[src/sv/ipvdmr_pkg.sv]
// ----------------------------------------------------------------------------
// ipvdmr_pkg: shared types and constants of the IPv4 destination rewriter
// Frame limits, hold buffer depth, checksum accumulator width and the
// control bundle that the checksum lanes share.
// ----------------------------------------------------------------------------
package ipvdmr_pkg;

    localparam int MAX_FRAME_BYTES = 2048;
    localparam int HOLD_WORDS      = 19;

    // Word counter must reach ceil(MAX_FRAME_BYTES / 4)
    localparam int POS_W  = $clog2((MAX_FRAME_BYTES + 3) / 4 + 1);
    localparam int HOLD_W = $clog2(HOLD_WORDS);
    // Up to 30 header halfwords of 16 bits each
    localparam int ACC_W  = 21;

    // Configuration register indexes
    localparam logic [1:0] CFG_MASK_KEY  = 2'd0;
    localparam logic [1:0] CFG_REPL_ADDR = 2'd1;
    localparam logic [1:0] CFG_ETHERTYPE = 2'd2;

    // Halfword positions inside the IPv4 header (two bytes each from byte 14)
    localparam logic [4:0] HW_CHECKSUM = 5'd5;
    localparam logic [4:0] HW_DST_HI   = 5'd8;
    localparam logic [4:0] HW_DST_LO   = 5'd9;
    localparam logic [4:0] HW_OPT_HI   = 5'd10;
    localparam logic [4:0] HW_OPT_LO   = 5'd11;

    // Control shared by both checksum lanes for the word in transfer
    typedef struct packed {
        logic [HOLD_W-1:0] word_idx;
        logic [3:0]        ihl;
        logic [7:0]        key;
        logic [31:0]       repl;
        logic [31:0]       dest;
    } lane_ctl_t;

endpackage

[src/sv/ipvdmr_cksum_lane.sv]
// ----------------------------------------------------------------------------
// ipvdmr_cksum_lane: one halfword lane of the header checksum
// Maps a halfword of the incoming word to its header position, substitutes
// the rewritten value and gates it by the header length.
// ----------------------------------------------------------------------------
module ipvdmr_cksum_lane
(
    input  logic                  hi_lane,
    input  logic [15:0]           half,
    input  ipvdmr_pkg::lane_ctl_t ctl,
    output logic [15:0]           contrib
);

    logic [5:0]  twice_idx;
    logic [5:0]  hw_pos;
    logic        in_header;
    logic [15:0] kk;
    logic [15:0] value;

    assign twice_idx = {ctl.word_idx, 1'b0};
    assign kk        = {ctl.key, ctl.key};

    // Locate the halfword relative to frame byte 14
    always_comb
    begin
        if (hi_lane)
        begin
            in_header = (ctl.word_idx >= 5'd4);
            hw_pos    = twice_idx - 6'd7;
        end
        else
        begin
            in_header = (ctl.word_idx >= 5'd3);
            hw_pos    = twice_idx - 6'd6;
        end
        if (hw_pos >= {1'b0, ctl.ihl, 1'b0})
        begin
            in_header = 1'b0;
        end
    end

    // Substitute the fields that the rewrite replaces
    always_comb
    begin
        case (hw_pos[4:0])
            ipvdmr_pkg::HW_CHECKSUM: value = 16'h0000;
            ipvdmr_pkg::HW_DST_HI:   value = ctl.repl[31:16];
            ipvdmr_pkg::HW_DST_LO:   value = ctl.repl[15:0];
            ipvdmr_pkg::HW_OPT_HI:   value = ctl.dest[31:16] ^ kk;
            ipvdmr_pkg::HW_OPT_LO:   value = ctl.dest[15:0] ^ kk;
            default:                 value = half;
        endcase
    end

    assign contrib = in_header ? value : 16'h0000;

endmodule

[src/sv/ipvdmr_cksum_merge.sv]
// ----------------------------------------------------------------------------
// ipvdmr_cksum_merge: merge of the checksum lanes
// Adds both lane results into the running header sum and folds the sum
// into the final ones' complement checksum.
// ----------------------------------------------------------------------------
module ipvdmr_cksum_merge
(
    input  logic        clk,
    input  logic        rst_n,
    input  logic        en,
    input  logic        start,
    input  logic [15:0] lane_hi,
    input  logic [15:0] lane_lo,
    output logic [15:0] cksum
);

    logic [ipvdmr_pkg::ACC_W-1:0] acc_reg;
    logic [ipvdmr_pkg::ACC_W-1:0] acc_next;
    logic [ipvdmr_pkg::ACC_W-1:0] lanes_sum;
    logic [16:0]                  fold1;
    logic [15:0]                  fold2;

    assign lanes_sum = ipvdmr_pkg::ACC_W'(lane_hi) + ipvdmr_pkg::ACC_W'(lane_lo);

    // Restart the sum on the first word of a frame
    always_comb
    begin
        acc_next = acc_reg;
        if (en)
        begin
            acc_next = start ? lanes_sum : acc_reg + lanes_sum;
        end
    end

    always_ff @(posedge clk or negedge rst_n)
    begin
        if (!rst_n)
        begin
            acc_reg <= '0;
        end
        else
        begin
            acc_reg <= acc_next;
        end
    end

    // Fold carries twice, then complement
    assign fold1 = 17'(acc_reg[15:0]) + 17'(acc_reg[ipvdmr_pkg::ACC_W-1:16]);
    assign fold2 = fold1[15:0] + 16'(fold1[16]);
    assign cksum = ~fold2;

endmodule

[src/sv/ipv4_destination_masking_rewriter.sv]
// ----------------------------------------------------------------------------
// ipv4_destination_masking_rewriter: IPv4 destination masking rewriter
// Holds the leading words of each frame, rewrites destination, option bytes
// and checksum of matching frames, then flushes; other words stream through.
// ----------------------------------------------------------------------------
// Usage:
//   Input channel (in_valid/in_stall) carries one 32-bit frame word per
//   transfer, first byte in bits 31..24, with byte_count and last_word.
//   Output channel (out_valid/out_stall) carries the resulting words.
//   Configuration (cfg_valid/cfg_ready, always ready) writes mask_key,
//   replacement_address and match_ethertype; write only while idle.
//   Streaming words pass through the output register, so a frame body
//   moves at one word per cycle while the receiver does not stall.
//   Header words are held without output until the header is complete
//   (at most 19 words); the flush then sends one held word per cycle while
//   the receiver does not stall, and the input is stalled during the flush.
//   The checksum is accumulated by two halfword lanes as words arrive.
//   Reset clears all control state and loads the register defaults.
//   When the receiver stalls, the output register holds its word and the
//   input stalls as soon as a new output word cannot be loaded.
// ----------------------------------------------------------------------------
module ipv4_destination_masking_rewriter
(
    input  logic        clk,
    input  logic        rst_n,
    input  logic        in_valid,
    output logic        in_stall,
    input  logic [31:0] data_word,
    input  logic [2:0]  byte_count,
    input  logic        last_word,
    output logic        out_valid,
    input  logic        out_stall,
    output logic [31:0] out_word,
    output logic [2:0]  out_byte_count,
    output logic        out_last,
    input  logic        cfg_valid,
    output logic        cfg_ready,
    input  logic [1:0]  cfg_index,
    input  logic [31:0] cfg_data
);

    localparam int POS_W  = ipvdmr_pkg::POS_W;
    localparam int HOLD_W = ipvdmr_pkg::HOLD_W;
    localparam int BASE_W = POS_W + 3;

    localparam logic [1:0] ST_COLLECT = 2'd0;
    localparam logic [1:0] ST_STREAM  = 2'd1;
    localparam logic [1:0] ST_DISCARD = 2'd2;
    localparam logic [1:0] ST_FLUSH   = 2'd3;

    localparam logic [BASE_W-1:0] MAX_B = BASE_W'(ipvdmr_pkg::MAX_FRAME_BYTES);
    localparam logic [HOLD_W-1:0] LAST_SLOT = HOLD_W'(ipvdmr_pkg::HOLD_WORDS - 1);

    // Configuration registers
    logic [7:0]  key_reg;
    logic [31:0] repl_reg;
    logic [15:0] etype_reg;

    // Control state
    logic [1:0]        state_reg;
    logic [1:0]        after_reg;
    logic [POS_W-1:0]  pos_reg;
    logic [HOLD_W-1:0] held_reg;
    logic [HOLD_W-1:0] fptr_reg;
    logic [2:0]        tail_reg;
    logic [3:0]        ihl_reg;
    logic              final_reg;
    logic              rewrite_reg;

    // Payload storage
    logic [31:0] hold_mem [ipvdmr_pkg::HOLD_WORDS];
    logic [31:0] dest_reg;

    // Output register
    logic        ov_reg;
    logic [31:0] ow_reg;
    logic [2:0]  oc_reg;
    logic        ol_reg;

    // Input word decode
    logic              in_xfer;
    logic              load_ok;
    logic [2:0]        cnt_eff;
    logic [BASE_W-1:0] base;
    logic              over;
    logic              cut;
    logic [2:0]        cnt_out;
    logic              end_out;
    logic [1:0]        next_mode;
    logic [HOLD_W-1:0] slot;
    logic [7:0]        total;
    logic [7:0]        need;
    logic              mismatch;
    logic              rewrite_now;
    logic              flush_now;

    // Flush read path
    logic [31:0] fword;
    logic [31:0] fword_mod;
    logic        flast_slot;
    logic [15:0] kk;

    // Checksum lanes
    ipvdmr_pkg::lane_ctl_t lane_ctl;
    logic [15:0]           lane_hi;
    logic [15:0]           lane_lo;
    logic [15:0]           cksum;
    logic                  collect_xfer;

    assign cfg_ready = 1'b1;
    assign load_ok   = !ov_reg || !out_stall;
    assign in_stall  = (state_reg == ST_FLUSH) || ((state_reg == ST_STREAM) && !load_ok);
    assign in_xfer   = in_valid && !in_stall;

    // Normalize the byte count and apply the frame length limit
    always_comb
    begin
        cnt_eff = byte_count;
        if (!last_word || byte_count == 3'd0 || byte_count > 3'd4)
        begin
            cnt_eff = 3'd4;
        end
        base    = {1'b0, pos_reg, 2'b00};
        over    = (base >= MAX_B);
        cut     = ((base + BASE_W'(cnt_eff)) >= MAX_B);
        cnt_out = cut ? 3'(MAX_B - base) : cnt_eff;
        end_out = last_word || cut;
        next_mode = (cut && !last_word) ? ST_DISCARD : ST_COLLECT;
    end

    // Decide when the held header is flushed and whether it is rewritten
    always_comb
    begin
        slot  = (held_reg >= HOLD_W'(ipvdmr_pkg::HOLD_WORDS)) ? LAST_SLOT : held_reg;
        total = {1'b0, slot, 2'b00} + 8'(cnt_out);
        need  = 8'd14 + {2'b00, ihl_reg, 2'b00};
        if (need < 8'd38)
        begin
            need = 8'd38;
        end
        mismatch    = (slot == 5'd3) && (total >= 8'd16) && (data_word[31:16] != etype_reg);
        rewrite_now = (slot >= 5'd4) && (total >= need);
        flush_now   = mismatch || rewrite_now || end_out;
    end

    // Feed the checksum lanes with the word in transfer
    always_comb
    begin
        lane_ctl.word_idx = slot;
        lane_ctl.ihl      = (slot == 5'd3) ? data_word[11:8] : ihl_reg;
        lane_ctl.key      = key_reg;
        lane_ctl.repl     = repl_reg;
        lane_ctl.dest     = dest_reg;
    end

    assign collect_xfer = in_xfer && (state_reg == ST_COLLECT) && !over;

    ipvdmr_cksum_lane u_lane_hi
    (
        .hi_lane (1'b1),
        .half    (data_word[31:16]),
        .ctl     (lane_ctl),
        .contrib (lane_hi)
    );

    ipvdmr_cksum_lane u_lane_lo
    (
        .hi_lane (1'b0),
        .half    (data_word[15:0]),
        .ctl     (lane_ctl),
        .contrib (lane_lo)
    );

    ipvdmr_cksum_merge u_merge
    (
        .clk     (clk),
        .rst_n   (rst_n),
        .en      (collect_xfer),
        .start   (slot == '0),
        .lane_hi (lane_hi),
        .lane_lo (lane_lo),
        .cksum   (cksum)
    );

    // Build the flushed word, rewriting header words when required
    assign kk         = {key_reg, key_reg};
    assign fword      = hold_mem[fptr_reg];
    assign flast_slot = (fptr_reg == held_reg - 5'd1);

    always_comb
    begin
        fword_mod = fword;
        if (rewrite_reg)
        begin
            case (fptr_reg)
                5'd6:    fword_mod = {cksum, fword[15:0]};
                5'd7:    fword_mod = {fword[31:16], repl_reg[31:16]};
                5'd8:    fword_mod = {repl_reg[15:0], dest_reg[31:16] ^ kk};
                5'd9:    fword_mod = {dest_reg[15:0] ^ kk, fword[15:0]};
                default: fword_mod = fword;
            endcase
        end
    end

    // Write configuration registers
    always_ff @(posedge clk or negedge rst_n)
    begin
        if (!rst_n)
        begin
            key_reg   <= 8'hAA;
            repl_reg  <= 32'hFFFF_FFFF;
            etype_reg <= 16'h0800;
        end
        else if (cfg_valid && cfg_ready)
        begin
            unique case (cfg_index)
                ipvdmr_pkg::CFG_MASK_KEY:  key_reg   <= cfg_data[7:0];
                ipvdmr_pkg::CFG_REPL_ADDR: repl_reg  <= cfg_data;
                ipvdmr_pkg::CFG_ETHERTYPE: etype_reg <= cfg_data[15:0];
                default:                   key_reg   <= key_reg;
            endcase
        end
    end

    // Hold header words and capture the original destination
    always_ff @(posedge clk)
    begin
        if (collect_xfer)
        begin
            hold_mem[slot] <= data_word;
            if (slot == 5'd7)
            begin
                dest_reg[31:16] <= data_word[15:0];
            end
            if (slot == 5'd8)
            begin
                dest_reg[15:0] <= data_word[31:16];
            end
        end
    end

    // Frame sequencing
    always_ff @(posedge clk or negedge rst_n)
    begin
        if (!rst_n)
        begin
            state_reg   <= ST_COLLECT;
            after_reg   <= ST_COLLECT;
            pos_reg     <= '0;
            held_reg    <= '0;
            fptr_reg    <= '0;
            tail_reg    <= 3'd4;
            ihl_reg     <= '0;
            final_reg   <= 1'b0;
            rewrite_reg <= 1'b0;
        end
        else
        begin
            unique case (state_reg)
                ST_DISCARD:
                begin
                    if (in_xfer && last_word)
                    begin
                        state_reg <= ST_COLLECT;
                        pos_reg   <= '0;
                    end
                end
                ST_FLUSH:
                begin
                    if (load_ok)
                    begin
                        fptr_reg <= fptr_reg + 5'd1;
                        if (flast_slot)
                        begin
                            state_reg <= after_reg;
                            held_reg  <= '0;
                        end
                    end
                end
                default:
                begin
                    if (in_xfer)
                    begin
                        if (over)
                        begin
                            state_reg <= last_word ? ST_COLLECT : ST_DISCARD;
                            pos_reg   <= '0;
                            held_reg  <= '0;
                        end
                        else if (state_reg == ST_STREAM)
                        begin
                            pos_reg <= pos_reg + 1'b1;
                            if (end_out)
                            begin
                                state_reg <= next_mode;
                                pos_reg   <= '0;
                            end
                        end
                        else
                        begin
                            pos_reg  <= pos_reg + 1'b1;
                            held_reg <= slot + 5'd1;
                            tail_reg <= cnt_out;
                            if (slot == 5'd3)
                            begin
                                ihl_reg <= data_word[11:8];
                            end
                            if (flush_now)
                            begin
                                state_reg   <= ST_FLUSH;
                                fptr_reg    <= '0;
                                final_reg   <= end_out;
                                rewrite_reg <= rewrite_now && !mismatch;
                                after_reg   <= end_out ? next_mode : ST_STREAM;
                                if (end_out)
                                begin
                                    pos_reg <= '0;
                                end
                            end
                        end
                    end
                end
            endcase
        end
    end

    // Output register: load streamed or flushed words, drop when taken
    always_ff @(posedge clk or negedge rst_n)
    begin
        if (!rst_n)
        begin
            ov_reg <= 1'b0;
        end
        else if (load_ok)
        begin
            ov_reg <= (state_reg == ST_FLUSH)
                   || (in_xfer && (state_reg == ST_STREAM) && !over);
        end
    end

    always_ff @(posedge clk)
    begin
        if (load_ok)
        begin
            if (state_reg == ST_FLUSH)
            begin
                ow_reg <= fword_mod;
                oc_reg <= flast_slot ? tail_reg : 3'd4;
                ol_reg <= final_reg && flast_slot;
            end
            else
            begin
                ow_reg <= data_word;
                oc_reg <= cnt_out;
                ol_reg <= end_out;
            end
        end
    end

    assign out_valid      = ov_reg;
    assign out_word       = ow_reg;
    assign out_byte_count = oc_reg;
    assign out_last       = ol_reg;

endmodule
[config.mk]
export PLATFORM = sky130hd
export DESIGN_NAME = ipv4_destination_masking_rewriter
export DESIGN_NICKNAME = d
export VERILOG_FILES = /design/src/sv/ipvdmr_pkg.sv /design/src/sv/ipvdmr_cksum_lane.sv /design/src/sv/ipvdmr_cksum_merge.sv /design/src/sv/ipv4_destination_masking_rewriter.sv
export SDC_FILE = /design/constraint.sdc
export NUM_CORES = 1
export LEC_CHECK = 0
export ABC_CLOCK_PERIOD_IN_PS = 11400
export CAP_MARGIN = 40
export CORE_MARGIN = 2
export CORE_UTILIZATION = 28
export DETAILED_ROUTE_END_ITERATION = 6
export DONT_BUFFER_PORTS = 1
export PLACE_DENSITY = 0.43
export SYNTH_ARGS = -nofsm -noshare
export SYNTH_HDL_FRONTEND = slang
export SYNTH_SLANG_ARGS = --single-unit
[constraint.sdc]
create_clock -name clk -period 11.4 [get_ports clk]
set_input_delay 1.71 -clock clk [delete_from_list [all_inputs] [get_ports clk]]
set_output_delay 1.71 -clock clk [all_outputs]
set_load 0.01 [all_outputs]
==> impl_metrics.json <==
{
  "top_usage_layer": "met2",
  "finalMaxSlewViolations": 0,
  "gp_congestion": 0.899,
  "finalSetupViolCount": 0,
  "grt_util_met1_pct": 20.9,
  "critPathTopFamily": "compound AO/OA/AOI/OAI gates",
  "synth_flop_cell": "edfxtp_1",
  "grt_pass1_wl_mm": 150,
  "fmax_mhz": 126,
  "wl_per_cell_um": 26.0,
  "worst_ep_required_time_ns": 12.00,
  "path_buf_inv": 1,
  "vias_per_cell": 5.08,
  "cp-start-kind": "flop",
  "critPathKind": "reg2reg",
  "min_from": "tail_reg[1]",
  "arrival_ns": 8.54,
  "netlist_area_um2": 35500,
  "top_register": "hold_mem",
  "rsz0062_at_grt": "no",
  "met3_usage_pct": 2.91,
  "cp-startpoint": "held_reg[0]",
  "start_util_pct": 28.3,
  "async_reset_ff_share_pct": 14.1,
  "area_delta_synth_final_pct": 13.7,
  "outcome": "finished clean",
  "whs_endpoint": "tail_reg[1]",
  "worstReg2RegEnd": "u_merge.acc_reg[19]",
  "clock-sinks": 787,
  "synth_area_per_cell_um2": 15.6,
  "cts_buffers": 90,
  "placed_area_um2": 37600,
  "p_leak_nw": 13.2,
  "finClkSkew_ns": 0.0289,
  "grt_pass1_vias": 20900,
  "min_path_cells": 2,
  "synth.distinct_cells": 79,
  "synth_edf_count": 676,
  "rrSetupSlack_ns": 3.46,
  "chipHeight_um": 360,
  "grt-ovfl-total": 0,
  "place_ws_ns": 3.59,
  "dp.cells": 3860,
  "postRouteAntennaNets": 0,
  "hold_class": "reg2reg",
  "layout_setup_ws_ns": 3.46,
  "tritoncts": "yes",
  "finalSetupTns_ns": 0,
  "track_usage_pct": 15.9,
  "cpPeakStageDelay_ns": 0.54,
  "path_max_fanout": 16,
  "cts_resized": 0,
  "core_area_um2": 126000,
  "yosysTopAreaCell": "edfxtp_1",
  "maxCapViolCount": 0,
  "layout-drive-gt1-share_pct": 20.9,
  "io_pins": 114,
  "synth_nets": 2431,
  "grt_start_max_net_pins": 112,
  "powerDensity_nw_per_um2": 210,
  "synthCells": 2280,
  "worst_pin_slew_ns": 0.967,
  "end_kind": "flop",
  "period_needed_ns": 7.94,
  "antenna_found_initial": 9,
  "use_met2_pct": 26.4,
  "drt_iter0_drc": 1752,
  "r2r-start": "held_reg[0]",
  "largest_reg_flops": 608,
  "max-slew-margin-rel_pct": 35.5,
  "crit_slowest_cell": "a211o_1",
  "hold_viol": 0,
  "final_cells": 4030,
  "final_util_pct": 32.1,
  "h-tree-depth": 3,
  "cts_max_path_buffers": 3,
  "synthMostInstantiatedCell": "edfxtp_1",
  "clk_latency_ns": 0.66,
  "ys_warn_count": 0,
  "ir_worst_vdd_mv": 0.111,
  "synth-seq-area-share_pct": 65.1,
  "drtPass1Iterations": 6,
  "dieArea_um2": 130000,
  "remaining_drc_errors": 0,
  "hpwl_mm": 65.3,
  "cts_setup_buffers": 0,
  "synth_top_area_share_pct": 57.1,
  "vias": 20500,
  "holdWs_ns": 0.476,
  "drt_wl_total_mm": 105,
  "period_share_pct": 69.7,
  "ys_top_cells_by_count": "edfxtp_1 (676), nand2_1 (161), mux4_2 (160)",
  "postCtsHoldBufs": 0,
  "portBuffers": 0,
  "std_cell_rows": 130,
  "ys_ff_latch": 787,
  "layout.nets": 2453,
  "cts_root_buffer": "clkbuf_16",
  "synthTopCellsByArea": "edfxtp_1 (57%), mux4_2 (10%), dfrtp_1 (5.1%), dfstp_2 (2.8%), ha_1 (2.6%)",
  "r2r_cells": 28,
  "die_x_um": 360,
  "power_mw": 8.49,
  "fin_area_um2": 40400,
  "fillers": 12200,
  "clk_pin_slew_worst_paths_ns": 0.06
}
[worst max-delay path by stage]
stage                                     end  slack (ns)  cells past startpoint
after floorplan           u_merge.acc_reg[19]        4.70                     30
after global placement    u_merge.acc_reg[19]        3.68                     28
after detailed placement  u_merge.acc_reg[19]        3.59                     28
after CTS                 u_merge.acc_reg[19]        3.53                     28
after global routing      u_merge.acc_reg[19]        3.00                     28
final                     u_merge.acc_reg[19]        3.46                     28
[power breakdown]
group / total [mW] / internal [mW] / leakage (nW) / switching [mW]
registers: 3.70 / 3.39 / 7.43 / 0.310
logic: 2.06 / 0.884 / 4.47 / 1.17
clock network: 2.73 / 1.58 / 1.35 / 1.16
[cell families after synthesis]
group,synth area share [%]
compound gates,7.61
xor+xnor,2.53
fa+ha+maj,2.77
buf+inv,2.06
flops,65.1
mux,14.1
other cells,0.0106
simple gates,5.82
[cell usage in the layout (no fill, tap or decap), types with 34 or more instances in the layout]
cell,instances
inv_1,38
mux2_2,77
xor2_1,66
buf_4,47
a22oi_1,39
nor2_1,113
dfstp_2,38
a21oi_1,87
ha_1,73
mux4_2,160
nand2_1,160
clkbuf_16,91
xnor2_1,34
o21ai_0,103
dfrtp_1,68
edfxtp_1,676
mux2i_1,54
[layout make-up]
cell class	count	area [um^2]	area share, %
tap	1650	2060	5.11
inverter	40	150	0.372
antenna	2	5.00	0.0124
sequential	787	23100	57.3
timing repair buffer	55	510	1.26
clock buffer	123	2420	5.98
clock inverter	45	359	0.889
multi-input combinational	1328	11800	29.1
[per-layer routing]
metal	share of wire [%]	vias up
met5	0.044	-
met4	3.2	6
met3	5.4	153
met2	48	563
met1	43	10700
li1	-	9041
[worst register-to-register path: cells and delay by family (launching register included)]
kind / cells / cell delay (ns)
AO/OA/AOI/OAI: 11 / 3.18
adder cells (fa/ha/maj): 5 / 1.74
AND/OR/NAND/NOR: 9 / 1.70
flip-flops: 1 / 0.50
multiplexers: 1 / 0.37
buffers and inverters: 1 / 0.21
XOR/XNOR: 1 / 0.20
Note: power is estimated with default switching activity, not from simulation.
